$ cat config.mk
export PLATFORM = sky130hd
export DESIGN_NAME = alarm_keypad_code_lock_flat
export DESIGN_NICKNAME = d
export VERILOG_FILES = /design/src/rtl/akcl_pkg.sv /design/src/rtl/akcl_if.sv /design/src/rtl/akcl_cfg_regs.sv /design/src/rtl/akcl_core.sv /design/src/rtl/alarm_keypad_code_lock.sv /design/src/flat_wrapper.sv
export SDC_FILE = /design/constraint.sdc
export NUM_CORES = 1
export LEC_CHECK = 0
export ABC_AREA = 1
export BUFFER_PORTS_ARGS = -buffer_cell sky130_fd_sc_hd__buf_4
export CAP_MARGIN = 25
export CORE_MARGIN = 5
export CORE_UTILIZATION = 60
export DETAILED_ROUTE_END_ITERATION = 8
export GPL_TIMING_DRIVEN = 0
export PLACE_DENSITY = 0.8
export SLEW_MARGIN = 20
export SYNTH_ARGS = -nofsm -noshare
export SYNTH_HDL_FRONTEND = slang
export SYNTH_SLANG_ARGS = --single-unit
$ cat constraint.sdc
create_clock -name clk_i -period 2.6 [get_ports clk_i]
set_input_delay 0.13 -clock clk_i [delete_from_list [all_inputs] [get_ports clk_i]]
set_output_delay 0.13 -clock clk_i [all_outputs]
set_load 0.02 [all_outputs]
$ cat src/rtl/akcl_pkg.sv
// Shared types and constants of the alarm keypad code lock.
`default_nettype none

package akcl_pkg;

  // Item kinds carried in the func field.
  localparam logic FuncKey  = 1'b0;
  localparam logic FuncTick = 1'b1;

  // Key codes with a meaning of their own.
  localparam logic [7:0] KeyNone = 8'h00;
  localparam logic [7:0] KeyHash = 8'h23;

  // Failure counter saturation point.
  localparam logic [7:0] WrongCountMax = 8'hFF;

  // Configuration reset values.
  localparam logic [31:0]        CodeValueReset     = 32'h3230_3035;  // "2005"
  localparam logic signed [11:0] TempLimitReset     = 12'sd300;
  localparam logic [7:0]         WrongTryLimitReset = 8'd3;
  localparam logic [15:0]        RefreshTicksReset  = 16'd100;

  // Configuration register indexes.
  typedef enum logic [1:0] {
    CfgCodeValue     = 2'd0,
    CfgTempLimit     = 2'd1,
    CfgWrongTryLimit = 2'd2,
    CfgRefreshTicks  = 2'd3
  } cfg_idx_e;

  typedef struct packed {
    logic                func;
    logic [7:0]          key_code;
    logic signed [11:0]  temperature;
    logic                gas_detected;
  } item_t;

  typedef struct packed {
    logic alarm_active;
    logic incorrect_code;
    logic system_blocked;
    logic code_complete;
    logic temp_alarm;
    logic gas_alarm;
    logic code_accepted;
  } result_t;

  typedef struct packed {
    logic [31:0]         code_value;
    logic signed [11:0]  temp_limit;
    logic [7:0]          wrong_try_limit;
    logic [15:0]         refresh_ticks;
  } cfg_t;

endpackage

`default_nettype wire

$ cat src/rtl/akcl_if.sv
// Valid/ready channel interfaces of the alarm keypad code lock.
`default_nettype none

interface akcl_item_if;
  logic                valid;
  logic                ready;
  akcl_pkg::item_t     data;
  modport source (output valid, output data, input ready);
  modport sink   (input valid, input data, output ready);
endinterface

interface akcl_result_if;
  logic                valid;
  logic                ready;
  akcl_pkg::result_t   data;
  modport source (output valid, output data, input ready);
  modport sink   (input valid, input data, output ready);
endinterface

interface akcl_cfg_if;
  logic                valid;
  logic                ready;
  akcl_pkg::cfg_idx_e  index;
  logic [31:0]         data;
  modport source (output valid, output index, output data, input ready);
  modport sink   (input valid, input index, input data, output ready);
endinterface

`default_nettype wire

$ cat src/rtl/akcl_cfg_regs.sv
// Configuration register bank of the alarm keypad code lock.
`default_nettype none

module akcl_cfg_regs (
  input  wire logic       clk_i,
  input  wire logic       rst_ni,
  akcl_cfg_if.sink        cfg_if,
  output akcl_pkg::cfg_t  cfg_o
);

  akcl_pkg::cfg_t cfg_q, cfg_d;

  assign cfg_if.ready = 1'b1;

  always_comb begin
    cfg_d = cfg_q;
    if (cfg_if.valid) begin
      unique case (cfg_if.index)
        akcl_pkg::CfgCodeValue:     cfg_d.code_value      = cfg_if.data;
        akcl_pkg::CfgTempLimit:     cfg_d.temp_limit      = signed'(cfg_if.data[11:0]);
        akcl_pkg::CfgWrongTryLimit: cfg_d.wrong_try_limit = cfg_if.data[7:0];
        akcl_pkg::CfgRefreshTicks:  cfg_d.refresh_ticks   = cfg_if.data[15:0];
        default:                    cfg_d = cfg_q;
      endcase
    end
  end

  always_ff @(posedge clk_i or negedge rst_ni) begin
    if (!rst_ni) begin
      cfg_q.code_value      <= akcl_pkg::CodeValueReset;
      cfg_q.temp_limit      <= akcl_pkg::TempLimitReset;
      cfg_q.wrong_try_limit <= akcl_pkg::WrongTryLimitReset;
      cfg_q.refresh_ticks   <= akcl_pkg::RefreshTicksReset;
    end else begin
      cfg_q <= cfg_d;
    end
  end

  assign cfg_o = cfg_q;

endmodule

`default_nettype wire

$ cat src/rtl/akcl_core.sv
// Lock and sensor state with the per-item update logic.
`default_nettype none

module akcl_core (
  input  wire logic             clk_i,
  input  wire logic             rst_ni,
  input  wire logic             step_i,   // item in the input register is processed
  input  wire akcl_pkg::item_t  item_i,
  input  wire akcl_pkg::cfg_t   cfg_i,
  output akcl_pkg::result_t     result_o  // flags after this item's update
);

  // Only the first three keys are stored; the fourth is compared on arrival.
  logic [7:0]  keys_q [3];
  logic [1:0]  key_count_q, key_count_d;
  logic [7:0]  wrong_count_q, wrong_count_d;
  logic        hash_count_q, hash_count_d;
  logic        incorrect_q, incorrect_d;
  logic        blocked_q, blocked_d;
  logic        complete_q, complete_d;
  logic        alarm_q, alarm_d;
  logic        temp_q, temp_d;
  logic        gas_q, gas_d;
  logic [15:0] tick_count_q, tick_count_d;
  logic        accepted;
  logic        key_store;
  logic        code_match;

  assign code_match = (keys_q[0] == cfg_i.code_value[31:24])
                   && (keys_q[1] == cfg_i.code_value[23:16])
                   && (keys_q[2] == cfg_i.code_value[15:8])
                   && (item_i.key_code == cfg_i.code_value[7:0]);

  always_comb begin
    logic [7:0] wrong_inc;
    key_count_d   = key_count_q;
    wrong_count_d = wrong_count_q;
    hash_count_d  = hash_count_q;
    incorrect_d   = incorrect_q;
    blocked_d     = blocked_q;
    complete_d    = complete_q;
    alarm_d       = alarm_q;
    temp_d        = temp_q;
    gas_d         = gas_q;
    tick_count_d  = tick_count_q;
    accepted      = 1'b0;
    key_store     = 1'b0;
    wrong_inc     = (wrong_count_q == akcl_pkg::WrongCountMax) ? wrong_count_q
                                                               : wrong_count_q + 8'd1;
    if (item_i.func == akcl_pkg::FuncTick) begin
      if (tick_count_q >= cfg_i.refresh_ticks) begin
        tick_count_d = '0;
        if (!alarm_q) begin
          temp_d  = (item_i.temperature >= cfg_i.temp_limit);
          gas_d   = item_i.gas_detected;
          alarm_d = (item_i.temperature >= cfg_i.temp_limit) || item_i.gas_detected;
        end
      end else begin
        tick_count_d = tick_count_q + 16'd1;
      end
    end else if (item_i.key_code != akcl_pkg::KeyNone && alarm_q && !blocked_q) begin
      if (!incorrect_q) begin
        key_count_d = key_count_q + 2'd1;
        if (key_count_q == 2'd3) begin
          complete_d = 1'b1;
          if (code_match) begin
            alarm_d  = 1'b0;
            accepted = 1'b1;
          end else begin
            incorrect_d   = 1'b1;
            wrong_count_d = wrong_inc;
            if (wrong_inc >= cfg_i.wrong_try_limit) begin
              blocked_d = 1'b1;
            end
          end
        end else begin
          key_store = 1'b1;
        end
      end else if (item_i.key_code == akcl_pkg::KeyHash) begin
        if (!hash_count_q) begin
          hash_count_d = 1'b1;
        end else begin
          hash_count_d = 1'b0;
          key_count_d  = '0;
          complete_d   = 1'b0;
          incorrect_d  = 1'b0;
        end
      end
    end
  end

  always_ff @(posedge clk_i or negedge rst_ni) begin
    if (!rst_ni) begin
      key_count_q   <= '0;
      wrong_count_q <= '0;
      hash_count_q  <= 1'b0;
      incorrect_q   <= 1'b0;
      blocked_q     <= 1'b0;
      complete_q    <= 1'b0;
      alarm_q       <= 1'b0;
      temp_q        <= 1'b0;
      gas_q         <= 1'b0;
      tick_count_q  <= '0;
    end else if (step_i) begin
      key_count_q   <= key_count_d;
      wrong_count_q <= wrong_count_d;
      hash_count_q  <= hash_count_d;
      incorrect_q   <= incorrect_d;
      blocked_q     <= blocked_d;
      complete_q    <= complete_d;
      alarm_q       <= alarm_d;
      temp_q        <= temp_d;
      gas_q         <= gas_d;
      tick_count_q  <= tick_count_d;
    end
  end

  // Key store, no reset: every entry is written before the compare reads it.
  always_ff @(posedge clk_i) begin
    if (step_i && key_store) begin
      keys_q[key_count_q] <= item_i.key_code;
    end
  end

  assign result_o.alarm_active   = alarm_d;
  assign result_o.incorrect_code = incorrect_d;
  assign result_o.system_blocked = blocked_d;
  assign result_o.code_complete  = complete_d;
  assign result_o.temp_alarm     = temp_d;
  assign result_o.gas_alarm      = gas_d;
  assign result_o.code_accepted  = accepted;

`ifndef SYNTH
  a_blocked_sticky: assert property (@(posedge clk_i) disable iff (!rst_ni)
    blocked_q |=> blocked_q)
    else $error("lockout released without reset");

  a_incorrect_needs_complete: assert property (@(posedge clk_i) disable iff (!rst_ni)
    incorrect_q |-> complete_q)
    else $error("wrong-code flag set without a complete code");

  a_accept_clears_alarm: assert property (@(posedge clk_i) disable iff (!rst_ni)
    (step_i && accepted) |=> (!alarm_q && complete_q && !incorrect_q))
    else $error("matching code did not disarm");

  a_wrong_count_monotonic: assert property (@(posedge clk_i) disable iff (!rst_ni)
    step_i |=> (wrong_count_q >= $past(wrong_count_q)))
    else $error("failure count went down");
`endif

endmodule

`default_nettype wire

$ cat src/rtl/alarm_keypad_code_lock.sv
// Top level of the alarm keypad code lock: channel registers around the core.
`default_nettype none

// Alarm panel with four-key code disarm and wrong-code lockout. Each request on
// item_if is either a key release (func 0) or a sensor tick (func 1); every
// request yields exactly one result request on result_if carrying all status
// flags after the update. Throughput is one request per clock while result_if
// is not stalled: a request is held in the input register, and the state
// update and result are computed by a single shallow pass (one 16-bit compare,
// one 12-bit signed compare, a 32-bit code compare) and land in the result
// register. A stalled result_if holds the input register. The result register
// decouples the sides: a new request is taken while a finished result waits.
// Configuration writes (cfg_if, always ready) take effect at the next edge and
// must only be issued while no request is in flight.
module alarm_keypad_code_lock (
  input  wire logic      clk_i,
  input  wire logic      rst_ni,
  akcl_item_if.sink      item_if,
  akcl_result_if.source  result_if,
  akcl_cfg_if.sink       cfg_if
);

  akcl_pkg::cfg_t    cfg;
  akcl_pkg::result_t result_d;
  akcl_pkg::item_t   item_q;
  akcl_pkg::result_t result_q;
  logic              item_valid_q, item_valid_d;
  logic              result_valid_q, result_valid_d;
  logic              step;

  // Process the buffered request whenever the result register can take it.
  assign step          = item_valid_q && (!result_valid_q || result_if.ready);
  assign item_if.ready = !item_valid_q || step;

  always_comb begin
    item_valid_d = item_valid_q;
    if (item_if.valid && item_if.ready) begin
      item_valid_d = 1'b1;
    end else if (step) begin
      item_valid_d = 1'b0;
    end
  end

  always_comb begin
    result_valid_d = result_valid_q;
    if (step) begin
      result_valid_d = 1'b1;
    end else if (result_if.ready) begin
      result_valid_d = 1'b0;
    end
  end

  always_ff @(posedge clk_i or negedge rst_ni) begin
    if (!rst_ni) begin
      item_valid_q   <= 1'b0;
      result_valid_q <= 1'b0;
    end else begin
      item_valid_q   <= item_valid_d;
      result_valid_q <= result_valid_d;
    end
  end

  // Payload registers, no reset needed.
  always_ff @(posedge clk_i) begin
    if (item_if.valid && item_if.ready) begin
      item_q <= item_if.data;
    end
    if (step) begin
      result_q <= result_d;
    end
  end

  akcl_cfg_regs u_cfg (
    .clk_i  (clk_i),
    .rst_ni (rst_ni),
    .cfg_if (cfg_if),
    .cfg_o  (cfg)
  );

  akcl_core u_core (
    .clk_i    (clk_i),
    .rst_ni   (rst_ni),
    .step_i   (step),
    .item_i   (item_q),
    .cfg_i    (cfg),
    .result_o (result_d)
  );

  assign result_if.valid = result_valid_q;
  assign result_if.data  = result_q;

`ifndef SYNTH
  a_result_held: assert property (@(posedge clk_i) disable iff (!rst_ni)
    (result_valid_q && !result_if.ready) |=> (result_valid_q && $stable(result_q)))
    else $error("pending result dropped or changed");

  a_step_needs_item: assert property (@(posedge clk_i) disable iff (!rst_ni)
    step |-> item_valid_q)
    else $error("processing without a buffered request");

  a_step_fills_result: assert property (@(posedge clk_i) disable iff (!rst_ni)
    step |=> result_valid_q)
    else $error("processed request produced no result");
`endif

endmodule

`default_nettype wire
$ cat src/flat_wrapper.sv
// flat-port wrapper written by rule: the top's interface ports become plain ports
module alarm_keypad_code_lock_flat 
  (clk_i, rst_ni, item_if_valid, item_if_data, item_if_ready, result_if_valid, result_if_data, result_if_ready, cfg_if_valid, cfg_if_index, cfg_if_data, cfg_if_ready);
  akcl_item_if item_if_i ();
  akcl_result_if result_if_i ();
  akcl_cfg_if cfg_if_i ();
  input  wire logic clk_i;
  input  wire logic rst_ni;
  input wire logic [$bits(item_if_i.valid)-1:0] item_if_valid;
  input wire logic [$bits(item_if_i.data)-1:0] item_if_data;
  output wire logic [$bits(item_if_i.ready)-1:0] item_if_ready;
  output wire logic [$bits(result_if_i.valid)-1:0] result_if_valid;
  output wire logic [$bits(result_if_i.data)-1:0] result_if_data;
  input wire logic [$bits(result_if_i.ready)-1:0] result_if_ready;
  input wire logic [$bits(cfg_if_i.valid)-1:0] cfg_if_valid;
  input wire logic [$bits(cfg_if_i.index)-1:0] cfg_if_index;
  input wire logic [$bits(cfg_if_i.data)-1:0] cfg_if_data;
  output wire logic [$bits(cfg_if_i.ready)-1:0] cfg_if_ready;
  assign item_if_i.valid = item_if_valid;
  assign item_if_i.data = item_if_data;
  assign item_if_ready = item_if_i.ready;
  assign result_if_valid = result_if_i.valid;
  assign result_if_data = result_if_i.data;
  assign result_if_i.ready = result_if_ready;
  assign cfg_if_i.valid = cfg_if_valid;
  assign cfg_if_i.index = cfg_if_index;
  assign cfg_if_i.data = cfg_if_data;
  assign cfg_if_ready = cfg_if_i.ready;
  alarm_keypad_code_lock u_core (.clk_i(clk_i), .rst_ni(rst_ni), .item_if(item_if_i), .result_if(result_if_i), .cfg_if(cfg_if_i));
endmodule
After elaboration in Yosys (flattened, before gate mapping)
Memory sizes are Yosys's and may differ from the RTL's.
Index checks and enable logic that the tools add are counted.

storage, ports and cells
  register bits = 132
  latch bits = 0
  memory bits (writable) = 24
  bits in read-only memories = 0
  bits of input ports = 61
  logic and storage cells = 126
  memories = 1

operators by class
  add/sub/neg operators = 3
  multipliers = 0
  divide/modulo/power cells = 0
  order comparisons = 3
  equality and inequality tests = 12
  shift-type cells = 0
  muxes and demuxes = 48
  bitwise logic cells = 5
  reduce and logical (&&, ||, !) cells = 27

memory list
  memory                words  width  read ports  clocked after Yosys merged registers in  wr ports  line             text
  u_core.u_core.keys_q  3      8      3           0                                        1         akcl_core.sv:14  logic [7:0] keys_q [3];

operators by type and width
  kind                     number
  $mux W1                  43
  $eq A8 B8 Y1             4
  $add A16 B1 Y16 const B  1
  $ge A16 B16 Y1           1
  $mux W16                 1
  $ge A12 B12 Y1           1
  $reduce_and A2 Y1        5
  $reduce_and A5 Y1        2
  $add A8 B1 Y8 const B    1
  $eq A8 B6 Y1 const B     1
  $eq A8 B8 Y1 const B     1
  $ge A8 B8 Y1             1
  $logic_and A1 B1 Y1      8
  $mux W8                  1
  $reduce_bool A8 Y1       1
  $eq A2 B2 Y1 const B     3
  $mux W2                  3
  $reduce_and A6 Y1        1
  $not A1 Y1               5
  $reduce_bool A2 Y1       2
  $reduce_or A4 Y1         1
  $logic_not A1 Y1         3
  $logic_or A1 B1 Y1       3
  $add A2 B1 Y2 const B    1
  other kinds (4)          4

Depth between registers and ports, before layout
An unclocked memory read counts as a cell.

  depth after elaboration = 10
  mapped depth = 17
  depth with buffers taken out = 17

Cells and area by module
A second synthesis with hierarchy kept.

unflattened totals
  cells, all modules = 887
  area total of the unflattened synthesis = 8036.5 um^2

modules (own cells, without submodules)
  module                  instances  cells each  area each (um^2)
  akcl_core               1          542         4259.1
  akcl_cfg_regs           1          304         2811.4
  alarm_keypad_code_lock  1          41          965.9

Worst setup path before layout
No wires, ideal clock.

  path kind = register to register
  start = register u_core.u_core.wrong_count_q[0]
  end = register u_core.result_q, in the netlist u_core.result_if.data[4] (data pin)
  library setup time = 255 ps
  data arrival time = 2074 ps
  path slack = 271 ps
  cell stages (with the launch flop) = 17
  cells stage by stage = dfrtp_1 > ha_1 > nand3_1 > inv_2 > nand2_1 > nor2_4 > inv_2 > nand3_1 > xor2_1 > inv_1 > ha_1 > nand2_1 > nor2_1 > nand4_1 > o2111ai_1 > nand2_1 > nand2_1

on the way
  cells in the longest elaborated chain, start to end = 9
  elaborated cells on any way between the ends = 10
  those cells by class = add/sub: 1; order compare: 1; eq/ne: 1; mux: 7

ends and longest elaborated chain
  element                                        line                              text
  start: declaration                             akcl_core.sv:16                   logic [7:0] wrong_count_q, wrong_count_d;
  start signal: assignment                       akcl_core.sv:106                  wrong_count_q <= wrong_count_d;
  $add A8 B1 Y8 or $eq A8 B8 Y1 (tied branches)  akcl_core.sv:49, akcl_core.sv:48
  $mux W8 (*)                                    akcl_core.sv:48                   wrong_inc = (wrong_count_q == akcl_pkg::WrongCountMax) ? wrong_count_q
  $ge A8 B8 Y1 (*)                               akcl_core.sv:72                   if (wrong_inc >= cfg_i.wrong_try_limit) begin
  $mux W1 (*)                                    akcl_core.sv:72
  $mux W1 (*)                                    akcl_core.sv:66                   if (code_match) begin
  $mux W1 (*)                                    akcl_core.sv:64                   if (key_count_q == 2'd3) begin
  $mux W1 (*)                                    akcl_core.sv:62                   if (!incorrect_q) begin
  $mux W1 (*)                                    akcl_core.sv:61                   end else if (item_i.key_code != akcl_pkg::KeyNone && alarm_q && !blocked_q) begin
  $mux W1 (*)                                    akcl_core.sv:50                   if (item_i.func == akcl_pkg::FuncTick) begin
  net u_core.u_core.blocked_d                    akcl_core.sv:19                   logic blocked_q, blocked_d;
  end signal: assignment                         alarm_keypad_code_lock.sv:69      result_q <= result_d;
  end: declaration                               alarm_keypad_code_lock.sv:26      akcl_pkg::result_t result_q;

The timed path passes the listed nets; every way through them passes the cells marked *.
A chain may end at the register's enable or synchronous reset.

Worst setup path in the final report
  start = register u_core.u_core.wrong_count_q[1]
  end = register u_core.result_q, in the netlist u_core.result_if.data[4] (data pin)

The elaborated chain is that of the path after synthesis.

==> reports/metrics.cfg <==
[power]
seq_power_share_pct=46.0
ir_drop_v=0.000708
internal-power_mw=4.92
p_clk_share_pct=34.8
swShare_pct=28.7
p_comb_share_pct=19.3
power_per_cell_area_mw_per_mm2=715
leakage_nw=4.52
p_sw_mw=1.98

[yosys]
synthMuxAreaShare_pct=1.88
yosys-top-cells-area=dfrtp_1, edfxtp_1, nand2_1
synth-simple-area-share_pct=19.5
netlist.area_leader.share_pct=26.7
synth_top_family_by_area=simple AND/OR/NAND/NOR gates
postSynthCellCount=817
ys_ff_latch=156
ys.flop_type=dfrtp_1
yosysWarnings=0
synth_edf_count=53
yosysTopAreaCell=dfrtp_1
synthAdderAreaFrac_pct=6.75
ys_async_sr_fraction_pct=66.0
avgSynthCellArea_um2=9.53
syn_area_mm2=0.00778
synth_compound_area_share_pct=7.84
yosysSeqAreaShare_pct=53.9
synth_nets=920
synth_cell_types=47
synth_xor_xnor_area_share_pct=2.81

[global_route]
grt.total_usage_pct=24.6
grt_pass1_vias=5997
antenna_found_initial=0
gr-total-overflow=0
grt_max_degree=104
grt_pass1_wl_mm=28.5

[timing]
hold_viol_final=0
drv_slew=0
fin_crit_ps=2490
worstMarginPinSlew_ps=937
fin_crit_sh_pct=95.6
max_slew_margin_pct=37.5
fin_skew_ps=15.0
max_freq_ghz=0.402
fin_ws_ps=113
setup_violations=0

[job]
cap_violations=0

[critical_path]
rr_worst_depth=16
r2r_start=u_core.u_core.wrong_count_q[1]
path_delay_family=simple AND/OR/NAND/NOR gates
cp_slowest_cell=dfrtp_1
crit_type=reg2reg
worstSetupEndpointType=register
cp_slowest_stage_delay_ps=410
crit_top_cell=nand2_1
startpoint_type=register
cp.required_ps=2790
r2r_setup_slack_ps=110
cp_data_arrival_time_ps=2680
r2r-end=u_core.result_if.data[4]
path_buf_inv=3
cp_cell_sequence=ha_2 > nand3_2 > inv_2 > nand2_1 > nor2_4 > inv_2 > nand2_1 > xor2_2 > inv_1 > ha_1 > nand2_1 > o21ai_1 > nand2_1 > o2111ai_1 > nand2_1 > nand2_1
cp_max_fo=4

[min_path]
hold_depth=3
worstHoldStart=cfg_if_data[3]
hold_end=u_core.u_cfg.cfg_o[39]
hp-class=in2reg

[clocking]
insertion_delay_ps=430
clock-sinks=156
cts_buffers=17
cts_max_level=4
clock_path_buffers=2
clkTransAtPathRegs_ps=60
cts_root_buffer=clkbuf_16
cts_tree=built

[cells_and_area]
antenna_cells=0
area_delta_synth_final_pct=24.0
drive_gt1_share_pct=20.2
final_area_mm2=0.00965
fillerInstances=833
final_util_pct=76.2
final_nets=1061

[route]
vias=5992
ant_nets=0
firstDrtPassIters=5
wl_mm=17.4
wl_per_cell_um=15.2
drc=0
dr.first_iter.drc_count=435
routed_via_density=5.24

[floorplanning]
core_mm2=0.0127
fp.dieH_um=124
ioPinCount=71
design.die.area_mm2=0.0154
core.rowCount=41
initial_core_util_pct=61.4
die_width_um=124

[placement]
place.detailed.hpwl_mm=11.4
gp_congestion=0.844
place_area_mm2=0.00852
numPortBuffers=69
pre_cts_ws_ps=-11.0

[status]
status=finished clean

[tightest hold or removal path: stages]
cell     delay [ps]
buf_4            80
inv_1            80
o21ai_0         160
[sequential cells by signal (all words and copies together) (netlist names)]
register / count
u_core.u_core.gas_q: 1
u_core.result_if.data: 7
u_core.u_core.complete_q: 1
u_core.u_cfg.cfg_o: 68
u_core.u_core.tick_count_q: 16
u_core.item_q: 22
u_core.u_core.wrong_count_q: 8
u_core.u_core.key_count_q: 2
u_core.u_core.alarm_q: 1
u_core.u_core.hash_count_q: 1
u_core.u_core.blocked_q: 1
u_core.item_valid_q: 1
u_core.result_if.valid: 1
u_core.u_core.temp_q: 1
u_core.u_core.keys_q: 24
u_core.u_core.incorrect_q: 1
[per-stage QoR]
step / hold WS (ps) / total power, mW / setup TNS [ps] / cells
6_report: 55.3 / 6.90 / 0 / 1143
3_3_place_gp: 308 / 4.38 / 0 / 1058
5_1_grt: 58.1 / 7.30 / -71.8 / 1143
4_1_cts: 35.2 / 6.90 / 0 / 1137
3_5_place_dp: 309 / 4.44 / -11.0 / 1058
2_1_floorplan: -166 / 4.02 / 0 / 817
[cell type report]
| cell class | instances | area, um^2 | area share (%) |
|---|---|---|---|
| inverter | 130 | 489 | 5.07 |
| timing repair buffer | 122 | 1050 | 10.9 |
| tap | 172 | 215 | 2.23 |
| clock inverter | 11 | 119 | 1.23 |
| multi-input combinational | 515 | 3050 | 31.6 |
| clock buffer | 21 | 450 | 4.67 |
| sequential | 156 | 4190 | 43.4 |
| buffer | 16 | 76.3 | 0.791 |
[layout by cell type (no fill, tap or decap), types with 4 or more instances in the layout]
cell	instances
buf_4	75
o21ai_0	64
clkbuf_16	17
mux2_2	13
dlygate4sd3_1	46
xnor2_1	21
nor2_2	5
a21oi_1	20
clkbuf_1	12
nand2_1	183
buf_2	4
nor2_1	37
nand3_1	29
inv_1	122
or2_0	8
inv_2	7
nor3_1	12
o21ai_2	7
dfstp_2	20
nand2_2	7
clkinv_2	6
dfrtp_1	83
edfxtp_1	53
nand4_1	14
o21ai_1	7
nand3_2	5
nor2_4	6
ha_1	41
[power by group through the flow]
stage               Combinational, mW  Sequential [mW]  Clock (mW)
CTS                              1.31             3.17        2.42
detailed placement               1.24             3.20           0
finish                           1.33             3.18        2.40
global placement                 1.18             3.20           0
floorplan                       0.859             3.16           0
global route                     1.54             3.22        2.55
[how the worst max path moves through the flow]
stage | startpoint | to | slack (ps) | cells after the start
finish | u_core.u_core.wrong_count_q[1] | u_core.result_if.data[4] | 110 | 16
global route | u_core.u_core.wrong_count_q[1] | u_core.result_if.data[4] | -50 | 16
CTS | u_core.u_core.wrong_count_q[1] | u_core.result_if.data[4] | 30 | 16
detailed placement | u_core.u_core.wrong_count_q[0] | u_core.result_if.data[4] | -10 | 16
global placement | u_core.u_core.wrong_count_q[0] | u_core.result_if.data[4] | 50 | 16
floorplan | u_core.u_core.wrong_count_q[0] | u_core.result_if.data[4] | 270 | 16
[what timing repair did]
action                                  in CTS  in global routing
setup buffers                                1                  5
pin swaps                                    0                  2
hold endpoints to repair                   129                  0
resized for setup                            4                  4
endpoints found under the setup margin       2                  2
cloned                                       0                  0
hold buffers                                46                  0
[synth_stat cells, types with 2 or more instances]
| cell type | count |
|---|---|
| a21o_1 | 3 |
| a21oi_1 | 20 |
| a31oi_1 | 3 |
| and2_1 | 3 |
| buf_2 | 4 |
| clkbuf_1 | 9 |
| dfrtp_1 | 83 |
| dfstp_2 | 20 |
| edfxtp_1 | 53 |
| ha_1 | 42 |
| inv_1 | 122 |
| inv_2 | 7 |
| mux2_2 | 13 |
| nand2_1 | 183 |
| nand2_2 | 7 |
| nand2_4 | 2 |
| nand3_1 | 30 |
| nand3_2 | 4 |
| nand4_1 | 14 |
| nor2_1 | 38 |
| nor2_2 | 4 |
| nor2_4 | 6 |
| nor3_1 | 12 |
| nor3_2 | 3 |
| nor3b_1 | 2 |
| nor4_2 | 2 |
| o211ai_1 | 2 |
| o21ai_0 | 66 |
| o21ai_1 | 6 |
| o21ai_2 | 6 |
| or2_0 | 8 |
| or2_1 | 2 |
| xnor2_1 | 21 |
| xor2_1 | 4 |
[layer usage]
metal  vias to the layer above  wire [um]  track usage (%)
met1                      2849       7250             31.9
met3                        30       1080             5.95
li1                       2930          -                -
met4                         0        293             8.08
met2                       183       8740             40.8
met5                         -          0                0
[cells by family (layout without fill, tap and decap cells)]
| kind of cell | Yosys count | after routing |
|---|---|---|
| mux | 13 | 13 |
| flops | 156 | 156 |
| buf+inv | 146 | 300 |
| compound gates | 110 | 110 |
| xor+xnor | 25 | 25 |
| other cells | 1 | 1 |
| simple gates | 324 | 324 |
| fa+ha+maj | 42 | 42 |
(Power assumes the default switching activity.)
